**src/rtl/jbfp_pkg.sv**
```systemverilog
// Shared types and constants of the joystick/button frame parser.
package jbfp_pkg;

  localparam logic [7:0] STX_CODE   = 8'h02;
  localparam logic [7:0] ETX_CODE   = 8'h03;
  localparam logic [7:0] ASCII_ZERO = 8'd48;
  localparam logic [7:0] LETTER_A   = 8'h41;
  localparam logic [7:0] LETTER_L   = 8'h4C;

  localparam int unsigned ACC_W = 16;

  // Accumulated three-digit value window that maps to -100..100 after the offset.
  localparam logic signed [ACC_W-1:0] ACC_MIN    = 16'sd100;
  localparam logic signed [ACC_W-1:0] ACC_MAX    = 16'sd300;
  localparam logic signed [ACC_W-1:0] JOY_OFFSET = 16'sd200;

  // Frame positions that carry meaning.
  localparam logic [2:0] POS_FIRST  = 3'd1;
  localparam logic [2:0] POS_BUTTON = 3'd2;
  localparam logic [2:0] POS_LAST_X = 3'd3;
  localparam logic [2:0] POS_JOY    = 3'd7;

  typedef enum logic [1:0] {
    EV_BUTTON    = 2'd0,
    EV_JOY_OK    = 2'd1,
    EV_JOY_RANGE = 2'd2,
    EV_ABORT     = 2'd3
  } event_t;

  typedef logic signed [ACC_W-1:0] acc_t;

  typedef struct packed {
    event_t            ev;
    logic [5:0]        buttons;
    logic signed [7:0] joy_x;
    logic signed [7:0] joy_y;
  } res_t;

endpackage

```
**src/rtl/jbfp_byte_if.sv**
```systemverilog
// Byte channel: valid/ready handshake carrying one received byte.
interface jbfp_byte_if;
  logic       valid;
  logic       ready;
  logic [7:0] rx_byte;

  modport source (output valid, output rx_byte, input ready);
  modport sink   (input valid, input rx_byte, output ready);
endinterface

```
**src/rtl/jbfp_res_if.sv**
```systemverilog
// Result channel: valid/ready handshake carrying one frame event.
interface jbfp_res_if;
  logic              valid;
  logic              ready;
  logic [1:0]        event_res;
  logic [5:0]        buttons;
  logic signed [7:0] joy_x;
  logic signed [7:0] joy_y;

  modport source (output valid, output event_res, output buttons, output joy_x,
                  output joy_y, input ready);
  modport sink   (input valid, input event_res, input buttons, input joy_x,
                  input joy_y, output ready);
endinterface

```
**src/rtl/jbfp_parse.sv**
```systemverilog
// Frame state and single-byte decode of the joystick/button frame parser.
module jbfp_parse (
  input  logic           clk,
  input  logic           rst_n,
  input  logic           byte_vld,
  input  logic [7:0]     rx_byte,
  output logic           res_vld,
  output jbfp_pkg::res_t res
);
  import jbfp_pkg::*;

  logic              in_frame_r, in_frame_nxt;
  logic [2:0]        pos_r, pos_nxt;
  logic [6:0]        first_r, first_nxt;
  acc_t              x_acc_r, x_acc_nxt;
  acc_t              y_acc_r, y_acc_nxt;
  logic [5:0]        btn_r, btn_nxt;
  logic signed [7:0] stick_x_r, stick_x_nxt;
  logic signed [7:0] stick_y_r, stick_y_nxt;

  acc_t       digit;
  acc_t       acc_sel;
  acc_t       acc_push;
  acc_t       x_off, y_off;
  logic       in_range;
  logic [3:0] letter_idx;
  logic [5:0] letter_mask;
  event_t     ev;

  // Digit weight: byte minus ASCII zero, byte is below 128 here.
  assign digit    = acc_t'({1'b0, rx_byte[6:0]}) - acc_t'(ASCII_ZERO);
  assign acc_sel  = (pos_r <= POS_LAST_X) ? x_acc_r : y_acc_r;
  assign acc_push = (acc_sel <<< 3) + (acc_sel <<< 1) + digit;
  assign in_range = (x_acc_r >= ACC_MIN) && (x_acc_r <= ACC_MAX) &&
                    (y_acc_r >= ACC_MIN) && (y_acc_r <= ACC_MAX);
  assign x_off    = x_acc_r - JOY_OFFSET;
  assign y_off    = y_acc_r - JOY_OFFSET;

  assign letter_idx  = 4'(first_r - LETTER_A[6:0]);
  assign letter_mask = 6'(6'd1 << letter_idx[3:1]);

  always_comb begin
    in_frame_nxt = in_frame_r;
    pos_nxt      = pos_r;
    first_nxt    = first_r;
    x_acc_nxt    = x_acc_r;
    y_acc_nxt    = y_acc_r;
    btn_nxt      = btn_r;
    stick_x_nxt  = stick_x_r;
    stick_y_nxt  = stick_y_r;
    res_vld      = 1'b0;
    ev           = EV_ABORT;
    if (byte_vld) begin
      if (!in_frame_r) begin
        // Open a frame on the start byte, drop anything else.
        if (rx_byte == STX_CODE) begin
          in_frame_nxt = 1'b1;
          pos_nxt      = POS_FIRST;
          x_acc_nxt    = '0;
          y_acc_nxt    = '0;
        end
      end else if (rx_byte[7]) begin
        res_vld = 1'b1;
        ev      = EV_ABORT;
      end else if (rx_byte == ETX_CODE && pos_r == POS_BUTTON) begin
        res_vld = 1'b1;
        ev      = EV_BUTTON;
        if ({1'b0, first_r} inside {[LETTER_A:LETTER_L]}) begin
          if (letter_idx[0]) btn_nxt = btn_r & ~letter_mask;
          else               btn_nxt = btn_r | letter_mask;
        end
      end else if (rx_byte == ETX_CODE && pos_r == POS_JOY) begin
        res_vld = 1'b1;
        if (in_range) begin
          ev          = EV_JOY_OK;
          stick_x_nxt = x_off[7:0];
          stick_y_nxt = y_off[7:0];
        end else begin
          ev = EV_JOY_RANGE;
        end
      end else if (pos_r == POS_JOY) begin
        res_vld = 1'b1;
        ev      = EV_ABORT;
      end else begin
        // Ordinary payload byte: accumulate and advance.
        if (pos_r == POS_FIRST) first_nxt = rx_byte[6:0];
        if (pos_r <= POS_LAST_X) x_acc_nxt = acc_push;
        else                     y_acc_nxt = acc_push;
        pos_nxt = pos_r + 3'd1;
      end
      if (res_vld) begin
        in_frame_nxt = 1'b0;
        pos_nxt      = '0;
      end
    end
  end

  assign res.ev      = ev;
  assign res.buttons = btn_nxt;
  assign res.joy_x   = stick_x_nxt;
  assign res.joy_y   = stick_y_nxt;

  always_ff @(posedge clk) begin
    if (!rst_n) begin
      in_frame_r <= 1'b0;
      pos_r      <= '0;
      first_r    <= '0;
      x_acc_r    <= '0;
      y_acc_r    <= '0;
      btn_r      <= '0;
      stick_x_r  <= '0;
      stick_y_r  <= '0;
    end else begin
      in_frame_r <= in_frame_nxt;
      pos_r      <= pos_nxt;
      first_r    <= first_nxt;
      x_acc_r    <= x_acc_nxt;
      y_acc_r    <= y_acc_nxt;
      btn_r      <= btn_nxt;
      stick_x_r  <= stick_x_nxt;
      stick_y_r  <= stick_y_nxt;
    end
  end

`ifndef SYNTHESIS
  a_end_goes_idle: assert property (@(posedge clk) disable iff (!rst_n)
    res_vld |=> !in_frame_r && pos_r == '0)
    else $error("frame still open after its result");

  a_pos_in_frame: assert property (@(posedge clk) disable iff (!rst_n)
    in_frame_r |-> pos_r != '0)
    else $error("open frame at position zero");

  a_idle_silent: assert property (@(posedge clk) disable iff (!rst_n)
    byte_vld && !in_frame_r |-> !res_vld)
    else $error("result produced outside a frame");

  a_range_keeps: assert property (@(posedge clk) disable iff (!rst_n)
    res_vld && res.ev != EV_JOY_OK |=> $stable(stick_x_r) && $stable(stick_y_r))
    else $error("stick values changed without an accepted joystick frame");
`endif

endmodule

```
**src/rtl/joystick_button_frame_parser.sv**
```systemverilog
// Top level of the joystick/button frame parser: input register, decode, result register.
//
//   channel  | dir | payload                            | handshake
//   ---------+-----+------------------------------------+-------------
//   in_ch    | in  | rx_byte[7:0]                       | valid/ready
//   out_ch   | out | event_res, buttons, joy_x, joy_y   | valid/ready
//
// One byte per cycle sustained while out_ch is ready. A taken byte is held in the
// input register while it is decoded; once the result register is free or emptying,
// the decode updates the frame state and loads the result register, which then
// offers the result on out_ch.
// Synchronous active-low reset clears all frame state: idle, buttons off,
// both sticks zero. A stalled result holds the output register; one more byte
// is taken into the input register meanwhile, then in_ch.ready drops.
module joystick_button_frame_parser (
  input  logic     clk,
  input  logic     rst_n,
  jbfp_byte_if.sink  in_ch,
  jbfp_res_if.source out_ch
);
  import jbfp_pkg::*;

  logic       in_vld_r, in_vld_nxt;
  logic [7:0] byte_r, byte_nxt;
  logic       out_vld_r, out_vld_nxt;
  res_t       res_r, res_nxt;

  logic       in_acc;
  logic       advance;
  logic       res_vld;
  res_t       res;

  // Decode the held byte whenever the result register is free or emptying.
  assign advance     = in_vld_r && (!out_vld_r || out_ch.ready);
  assign in_ch.ready = !in_vld_r || advance;
  assign in_acc      = in_ch.valid && in_ch.ready;

  jbfp_parse u_parse (
    .clk      (clk),
    .rst_n    (rst_n),
    .byte_vld (advance),
    .rx_byte  (byte_r),
    .res_vld  (res_vld),
    .res      (res)
  );

  always_comb begin
    in_vld_nxt  = in_vld_r;
    byte_nxt    = byte_r;
    out_vld_nxt = out_vld_r;
    res_nxt     = res_r;
    // Input register: drop the byte once decoded, load a newly taken one.
    if (advance) in_vld_nxt = 1'b0;
    if (in_acc) begin
      in_vld_nxt = 1'b1;
      byte_nxt   = in_ch.rx_byte;
    end
    // Result register: load on decode, otherwise drop once taken.
    if (advance) begin
      out_vld_nxt = res_vld;
      res_nxt     = res;
    end else if (out_ch.ready) begin
      out_vld_nxt = 1'b0;
    end
  end

  always_ff @(posedge clk) begin
    if (!rst_n) begin
      in_vld_r  <= 1'b0;
      out_vld_r <= 1'b0;
    end else begin
      in_vld_r  <= in_vld_nxt;
      out_vld_r <= out_vld_nxt;
    end
  end

  always_ff @(posedge clk) begin
    byte_r <= byte_nxt;
    res_r  <= res_nxt;
  end

  assign out_ch.valid     = out_vld_r;
  assign out_ch.event_res = res_r.ev;
  assign out_ch.buttons   = res_r.buttons;
  assign out_ch.joy_x     = res_r.joy_x;
  assign out_ch.joy_y     = res_r.joy_y;

endmodule

```
**src/flat_wrapper.sv**
```systemverilog
// flat-port wrapper written by rule: the top's interface ports become plain ports
module joystick_button_frame_parser_flat import jbfp_pkg::*;
  (clk, rst_n, in_ch_valid, in_ch_rx_byte, in_ch_ready, out_ch_valid, out_ch_event_res, out_ch_buttons, out_ch_joy_x, out_ch_joy_y, out_ch_ready);
  jbfp_byte_if in_ch_i ();
  jbfp_res_if out_ch_i ();
  input  logic clk;
  input  logic rst_n;
  input wire logic [$bits(in_ch_i.valid)-1:0] in_ch_valid;
  input wire logic [$bits(in_ch_i.rx_byte)-1:0] in_ch_rx_byte;
  output wire logic [$bits(in_ch_i.ready)-1:0] in_ch_ready;
  output wire logic [$bits(out_ch_i.valid)-1:0] out_ch_valid;
  output wire logic [$bits(out_ch_i.event_res)-1:0] out_ch_event_res;
  output wire logic [$bits(out_ch_i.buttons)-1:0] out_ch_buttons;
  output wire logic [$bits(out_ch_i.joy_x)-1:0] out_ch_joy_x;
  output wire logic [$bits(out_ch_i.joy_y)-1:0] out_ch_joy_y;
  input wire logic [$bits(out_ch_i.ready)-1:0] out_ch_ready;
  assign in_ch_i.valid = in_ch_valid;
  assign in_ch_i.rx_byte = in_ch_rx_byte;
  assign in_ch_ready = in_ch_i.ready;
  assign out_ch_valid = out_ch_i.valid;
  assign out_ch_event_res = out_ch_i.event_res;
  assign out_ch_buttons = out_ch_i.buttons;
  assign out_ch_joy_x = out_ch_i.joy_x;
  assign out_ch_joy_y = out_ch_i.joy_y;
  assign out_ch_i.ready = out_ch_ready;
  joystick_button_frame_parser u_core (.clk(clk), .rst_n(rst_n), .in_ch(in_ch_i), .out_ch(out_ch_i));
endmodule
```
**config.mk**
```make
export PLATFORM = sky130hd
export DESIGN_NAME = joystick_button_frame_parser_flat
export DESIGN_NICKNAME = d
export VERILOG_FILES = /design/src/rtl/jbfp_pkg.sv /design/src/rtl/jbfp_byte_if.sv /design/src/rtl/jbfp_res_if.sv /design/src/rtl/jbfp_parse.sv /design/src/rtl/joystick_button_frame_parser.sv /design/src/flat_wrapper.sv
export SDC_FILE = /design/constraint.sdc
export NUM_CORES = 1
export LEC_CHECK = 0
export ABC_AREA = 1
export ABC_CLOCK_PERIOD_IN_PS = 5100
export BUFFER_PORTS_ARGS = -buffer_cell sky130_fd_sc_hd__buf_2
export CORE_UTILIZATION = 30
export CTS_CLUSTER_SIZE = 12
export DETAILED_ROUTE_END_ITERATION = 16
export GPL_TIMING_DRIVEN = 0
export PLACE_DENSITY = 0.51
export RECOVER_POWER = 100
export SLEW_MARGIN = 30
export SYNTH_ARGS = -nofsm -noshare
export SYNTH_HDL_FRONTEND = slang
export SYNTH_SLANG_ARGS = --single-unit
```
**constraint.sdc**
```tcl
create_clock -name clk -period 5.1 [get_ports clk]
set_input_delay 0.255 -clock clk [delete_from_list [all_inputs] [get_ports clk]]
set_output_delay 0.255 -clock clk [all_outputs]
set_load 0.02 [all_outputs]
```
**Yosys cells after proc, flatten, opt, wreduce, memory -nomap -nowiden**

Index checks and enable logic that the tools add are counted.

- Bits in registers: 99
- Bits in latches: 0
- RAM bits: 0
- ROM bits: 0
- Input port bits: 12
- Output and inout bits: 26
- Logic and storage cells: 129
- Memories kept: 0

- Add/sub/neg operators: 7
- Multiply operators: 0
- Div/mod/pow operators: 0
- Magnitude comparators: 7
- Equal/unequal tests: 15
- Shifts and indexed selects: 1
- Mux-type cells: 55
- Bitwise operators: 8
- Reductions and logical operators: 21

Operators by type and width:

| cell | count |
|---|---|
| 2-to-1 mux 16 bit | 13 |
| 2-to-1 mux 8 bit | 12 |
| 2-to-1 mux 6 bit | 6 |
| adder 16 bit | 2 |
| greater-or-equal comparator 16 x 8 -> 1 bit, second input constant | 2 |
| less-or-equal comparator 16 x 10 -> 1 bit, second input constant | 2 |
| 2-to-1 mux 3 bit | 7 |
| AND reduction 7 bit | 3 |
| equality test 8 x 2 -> 1 bit, second input constant | 2 |
| subtractor 8 x 7 -> 8 bit, second input constant | 2 |
| 2-to-1 mux 15 bit | 1 |
| 2-to-1 mux 1 bit | 13 |
| inequality test 2 bit, second input constant | 5 |
| inequality test 3 x 2 -> 1 bit, second input constant | 3 |
| logical AND 1 bit | 8 |
| subtractor 7 x 6 -> 8 bit, second input constant | 1 |
| greater-or-equal comparator 7 bit, second input constant | 1 |
| less-or-equal comparator 7 bit, second input constant | 1 |
| bitwise AND 6 bit | 1 |
| 2-to-1 mux 2 bit | 3 |
| inverter 6 bit | 1 |
| OR 6 bit | 1 |
| AND reduction 6 bit | 1 |
| nonzero test 2 bit | 3 |
| other kinds (14) | 20 |

**Longest topological paths before layout**

- Depth after elaboration: 10
- Mapped depth: 23
- Depth with buffers taken out: 22

**Modules after synthesis**

A second synthesis with hierarchy kept.

- Cells, all modules: 808
- Area total of the unflattened synthesis: 5823.1 um2

Modules (own cells, without submodules):

| module | instances | cells an instance | area an instance (um2) | sequential area each (um2) |
|---|---|---|---|---|
| jbfp_parse | 1 | 763 | 4764.6 | 1301.2 |
| joystick_button_frame_parser | 1 | 45 | 1058.5 | 1001.0 |

**Least setup slack after synthesis**

No wires, ideal clock.

- Path type: register to register
- Start: register u_core.byte_r[6]
- End: register u_core.u_parse.y_acc_r[15]
- Library setup time: 70 ps
- Arrival: 3191 ps
- Data required time: 5030 ps
- Path slack: 1839 ps
- Cell stages (with the launch flop): 13
- Buffers on the path: 0
- Period minus slack after synthesis: 3261 ps
- Path through: edfxtp_1 > a21oi_1 > inv_1 > fa_1 > inv_1 > ha_1 > a21oi_1 > o21ai_0 > a21oi_1 > nand2_1 > nand2_1 > nand3_1 > a21oi_1

- Cells in the longest elaborated chain, start to end: 8
- Elaborated cells on any way between the ends: 16
- Those cells by class: 2 x add/sub; 4 x eq/ne; 6 x mux; 4 x reduce/logical

Ends and longest elaborated chain:

| what | line | RTL |
|---|---|---|
| from (decl) | joystick_button_frame_parser.sv:24 | `logic [7:0] byte_r, byte_nxt;` |
| from (signal assigned) | joystick_button_frame_parser.sv:78 | `byte_r <= byte_nxt;` |
| subtractor 7 x 6 -> 8 bit | jbfp_parse.sv:31 | `assign digit = acc_t'({1'b0, rx_byte[6:0]}) - acc_t'(ASCII_ZERO);` |
| adder 16 bit | jbfp_parse.sv:33 | `assign acc_push = (acc_sel <<< 3) + (acc_sel <<< 1) + digit;` |
| 2-to-1 mux 16 bit | jbfp_parse.sv:87 | `if (pos_r <= POS_LAST_X) x_acc_nxt = acc_push;` |
| 2-to-1 mux 16 bit | jbfp_parse.sv:81 | `end else if (pos_r == POS_JOY) begin` |
| 2-to-1 mux 16 bit | jbfp_parse.sv:72 | `end else if (rx_byte == ETX_CODE && pos_r == POS_JOY) begin` |
| 2-to-1 mux 16 bit | jbfp_parse.sv:65 | `end else if (rx_byte == ETX_CODE && pos_r == POS_BUTTON) begin` |
| 2-to-1 mux 16 bit | jbfp_parse.sv:62 | `end else if (rx_byte[7]) begin` |
| 2-to-1 mux 16 bit | jbfp_parse.sv:54 | `if (!in_frame_r) begin` |
| to (signal assigned) | jbfp_parse.sv:118 | `y_acc_r <= y_acc_nxt;` |
| to (decl) | jbfp_parse.sv:16 | `acc_t y_acc_r, y_acc_nxt;` |

Parallel ways exist; a longest one is shown, timed or not. The select of a mux whose other input is x is not followed.
A chain may end at the register's enable or synchronous reset.

**Worst setup path in the final report**

- Start: register u_core.u_parse.pos_r[2]
- End: register u_core.u_parse.y_acc_r[10]

- Cells in the longest elaborated chain, start to end: 10
- Elaborated cells on any way between the ends: 19
- Those cells by class: 2 x add/sub; 1 x order compare; 6 x eq/ne; 7 x mux; 3 x reduce/logical

Ends and longest elaborated chain:

| what | line | RTL |
|---|---|---|
| from (decl) | jbfp_parse.sv:13 | `logic [2:0] pos_r, pos_nxt;` |
| from (signal assigned) | jbfp_parse.sv:115 | `pos_r <= pos_nxt;` |
| less-or-equal comparator 3 x 2 -> 1 bit | jbfp_parse.sv:32, jbfp_parse.sv:87 |  |
| 2-to-1 mux 15 bit | jbfp_parse.sv:32 | `assign acc_sel = (pos_r <= POS_LAST_X) ? x_acc_r : y_acc_r;` |
| adder 16 bit (2 in a row) | jbfp_parse.sv:33 |  |
| 2-to-1 mux 16 bit | jbfp_parse.sv:87 |  |
| 2-to-1 mux 16 bit | jbfp_parse.sv:81 |  |
| 2-to-1 mux 16 bit | jbfp_parse.sv:72 |  |
| 2-to-1 mux 16 bit | jbfp_parse.sv:65 |  |
| 2-to-1 mux 16 bit | jbfp_parse.sv:62 |  |
| 2-to-1 mux 16 bit | jbfp_parse.sv:54 |  |

Parallel ways exist; a longest one is shown, timed or not. The select of a mux whose other input is x is not followed.

==> flow_summary.yaml <==
sta:
  period_share_pct: 75.9
  tightestPinTransition_ns: 1.16
  maxSlewHeadroom_pct: 22.4
  max_freq_ghz: 0.258
  layout_min_cycle_time_ns: 3.87
  setup_viol: 0
  setup_tns_ns: 0
  hold_viol: 0
  final_max_slew_viol_count: 0
  fin_skew_ns: 0.0128
  grt_setup_unrepaired: "no"
synthesis:
  synth_seq_cells: 99
  netlist_area_um2: 5750
  synthArstFlopShare_pct: 0
  synth_cell_type_count: 46
  synthFlopType: "dfxtp_1"
  synth_edf_count: 32
  synth.avg_cell_area_um2: 7.99
  synth-seq-area-share_pct: 40.1
  postSynthCellCount: 719
  yosysWarnings: 0
  syn_nets: 771
clock_network:
  root_buffer: "clkbuf_16"
  postCtsSetupBuffers: 0
  cts_resized: 0
  hold_buffers: 0
  cts.sinks: 99
  path_clk_slew_ns: 0.07
  clk_path_buf_depth: 2
  insertion_delay_ns: 0.36
  cts-buffers-inserted: 9
  cts_tree: "yes"
  h-tree-depth: 3
cells_and_area:
  area_delta_synth_final_pct: 10.6
  layout-drive-gt1-share_pct: 8.03
  final_area_um2: 6360
  diodes: 0
  final_nets: 819
placed_design:
  placed_cell_area_um2: 6230
  hpwl_um: 10800
  portBuffers: 37
  globalplace.congestion: 0.815
detailed_routing:
  finalWirelength_um: 13500
  via_per_inst: 4.58
  drt_iter0_drc: 242
  first_pass_iters: 4
  ant_nets: 0
  wire_per_inst_um: 13.4
  drc: 0
  vias: 4603
grt:
  track_usage_pct: 14.7
  grt_max_degree: 31
  grt_antenna_before_repair: 0
  grt_pass1_vias: 4414
  grt_pass1_wl_um: 22700
  grt_overflow_total: 0
worst_setup_path:
  cp_max_fo: 8
  critical_path_buf_inv_count: 4
  worstSetupStartpointType: "flip-flop"
  cp.arrival_ns: 4.09
  cp-end-kind: "flip-flop"
  slowest_stage: "fa_1"
  crit_path_frequent_cell: "nand2_1"
  cp.required_ns: 5.33
  crit_type: "flip-flop to flip-flop"
  crit_family: "adder cells"
  crit_chain: "clkbuf_1 > inv_8 > ha_1 > inv_1 > nand2_1 > o21ai_0 > fa_1 > fa_1 > nand2_1 > nand2_1 > a21oi_1 > inv_1 > nand2_1 > nand2_1 > o21ai_0 > a21oi_1"
  cp_slowest_stage_delay_ns: 0.55
min_path:
  min_path_type: "input port to flip-flop"
pwr:
  netSwitchingPower_mw: 0.395
  power_frac_clock_pct: 44.3
  intPower_mw: 1.24
  sw_frac_of_total_pct: 24.2
  p_leak_nw: 2.93
  p_seq_share_pct: 50.6
  irDropWorstVdd_uv: 147
  p_per_area_nw_per_um2: 257
  combPwrFrac_pct: 5.0
floorplan:
  rows: 50
  core_um2: 18800
  die_area_um2: 19700
  num_io_pins: 38
  fp.dieW_um: 140
  die-height_um: 140
  initial_core_util_pct: 30.6
outcome:
  status: "finished, final reports clean"
job:
  drv_cap: 0
## worst reg2reg max path: stages (launching register included)
cell and delay, ns:
dfxtp_1 0.34, clkbuf_1 0.52, inv_8 0.08, ha_1 0.22
inv_1 0.05, nand2_1 0.11, o21ai_0 0.39, fa_1 0.55
fa_1 0.46, nand2_1 0.10, nand2_1 0.06, a21oi_1 0.17
inv_1 0.12, nand2_1 0.08, nand2_1 0.07, o21ai_0 0.32
a21oi_1 0.12
## metal layers
metal | track usage, % | vias to the layer above | routed length [um]
li1 | - | 2440 | -
met1 | 19.5 | 2073 | 6690
met2 | 23.7 | 72 | 6070
met3 | 2.63 | 18 | 435
met4 | 5.67 | 0 | 261
met5 | 0 | - | 0
## cell usage in the layout, fill, tap and decap left out, drive strengths merged, types with 3 or more instances in the layout
master,count
clkbuf,49
xnor2,3
ha,27
nand2,161
edfxtp,32
buf,17
dfxtp,67
xor2,6
o21ai,66
nand3,38
fa,13
nor2,53
a21oi,73
nand4,20
inv,120
nand3b,3
nor3,8
## cells in the mapped netlist (10+ instances only)
master / n / area [um2]
a21oi_1: 63 / 315
a21oi_2: 10 / 87.6
dfxtp_1: 67 / 1340
edfxtp_1: 32 / 961
fa_1: 13 / 260
ha_1: 27 / 338
inv_1: 111 / 417
nand2_1: 145 / 544
nand2_2: 11 / 68.8
nand3_1: 36 / 180
nand4_1: 18 / 113
nor2_1: 50 / 188
o21ai_0: 52 / 260
o21ai_1: 12 / 60.1
## sequential cells by signal (all words and copies together), names as in the netlist
| signal | cells |
|---|---|
| u_core.out_ch.event_res | 2 |
| u_core.out_ch.buttons | 6 |
| u_core.u_parse.first_r | 7 |
| u_core.u_parse.stick_y_r | 8 |
| u_core.u_parse.x_acc_r | 16 |
| u_core.in_vld_r | 1 |
| u_core.u_parse.stick_x_r | 8 |
| u_core.u_parse.y_acc_r | 16 |
| u_core.out_ch.joy_x | 8 |
| u_core.u_parse.pos_r | 3 |
| u_core.byte_r | 8 |
| u_core.u_parse.in_frame_r | 1 |
| u_core.u_parse.btn_r | 6 |
| u_core.out_ch.valid | 1 |
| u_core.out_ch.joy_y | 8 |
## power by group through the flow
| stage | clock network (mW) | registers, mW | logic, mW |
|---|---|---|---|
| after global routing | 0.780 | 0.829 | 0.0944 |
| final | 0.725 | 0.828 | 0.0824 |
| after CTS | 0.746 | 0.828 | 0.0875 |
| after global placement | 0 | 0.847 | 0.0868 |
| after detailed placement | 0 | 0.847 | 0.0871 |
| after floorplan | 0 | 0.852 | 0.0526 |
## stage by stage
| step | setup WS, ns | total power, mW | cells | utilization (%) | hold slack, ns |
|---|---|---|---|---|---|
| final | 1.23 | 1.64 | 1006 | 33.9 | 0.0779 |
| after floorplan | 1.84 | 0.904 | 719 | - | 0.354 |
| after CTS | 1.56 | 1.66 | 1006 | 34.9 | 0.0702 |
| after detailed placement | 1.57 | 0.934 | 990 | 33.2 | 0.435 |
| after global placement | 1.18 | 0.933 | 990 | 33.2 | 0.435 |
| after global routing | 0.794 | 1.70 | 1006 | 33.9 | 0.0690 |
## path summary, 6_finish.rpt
check	from	to	slack, ns	cells after the start
worst max register to register	u_core.u_parse.pos_r[2]	u_core.u_parse.y_acc_r[10]	1.23	16
worst max-delay path	u_core.u_parse.pos_r[2]	u_core.u_parse.y_acc_r[10]	1.23	16
worst min-delay path	in_ch_rx_byte[7]	u_core.byte_r[7]	0.08	1
worst min register to register	u_core.u_parse.first_r[4]	u_core.u_parse.first_r[4]	0.45	2
## final cells by class
type                            instances  area, um2
Sequential cell                        99       2300
Tap cell                              234        293
Fill cell                            2064      12400
Multi-Input combinational cell        482       2730
Buffer                                 20        114
Clock buffer                            9        225
Clock inverter                          7       93.8
Inverter                              118        454
Timing Repair Buffer                   37        153
## logic make-up (layout without fill, tap and decap cells)
group	Yosys count	in the layout	synth area share [%]
adder cells (fa/ha/maj)	40	40	10.4
AND/OR/NAND/NOR	286	286	23.4
AO/OA/AOI/OAI	147	147	14.0
buffers and inverters	138	191	10.8
flip-flops	99	99	40.1
XOR/XNOR	9	9	1.37
(Power assumes the default switching activity.)
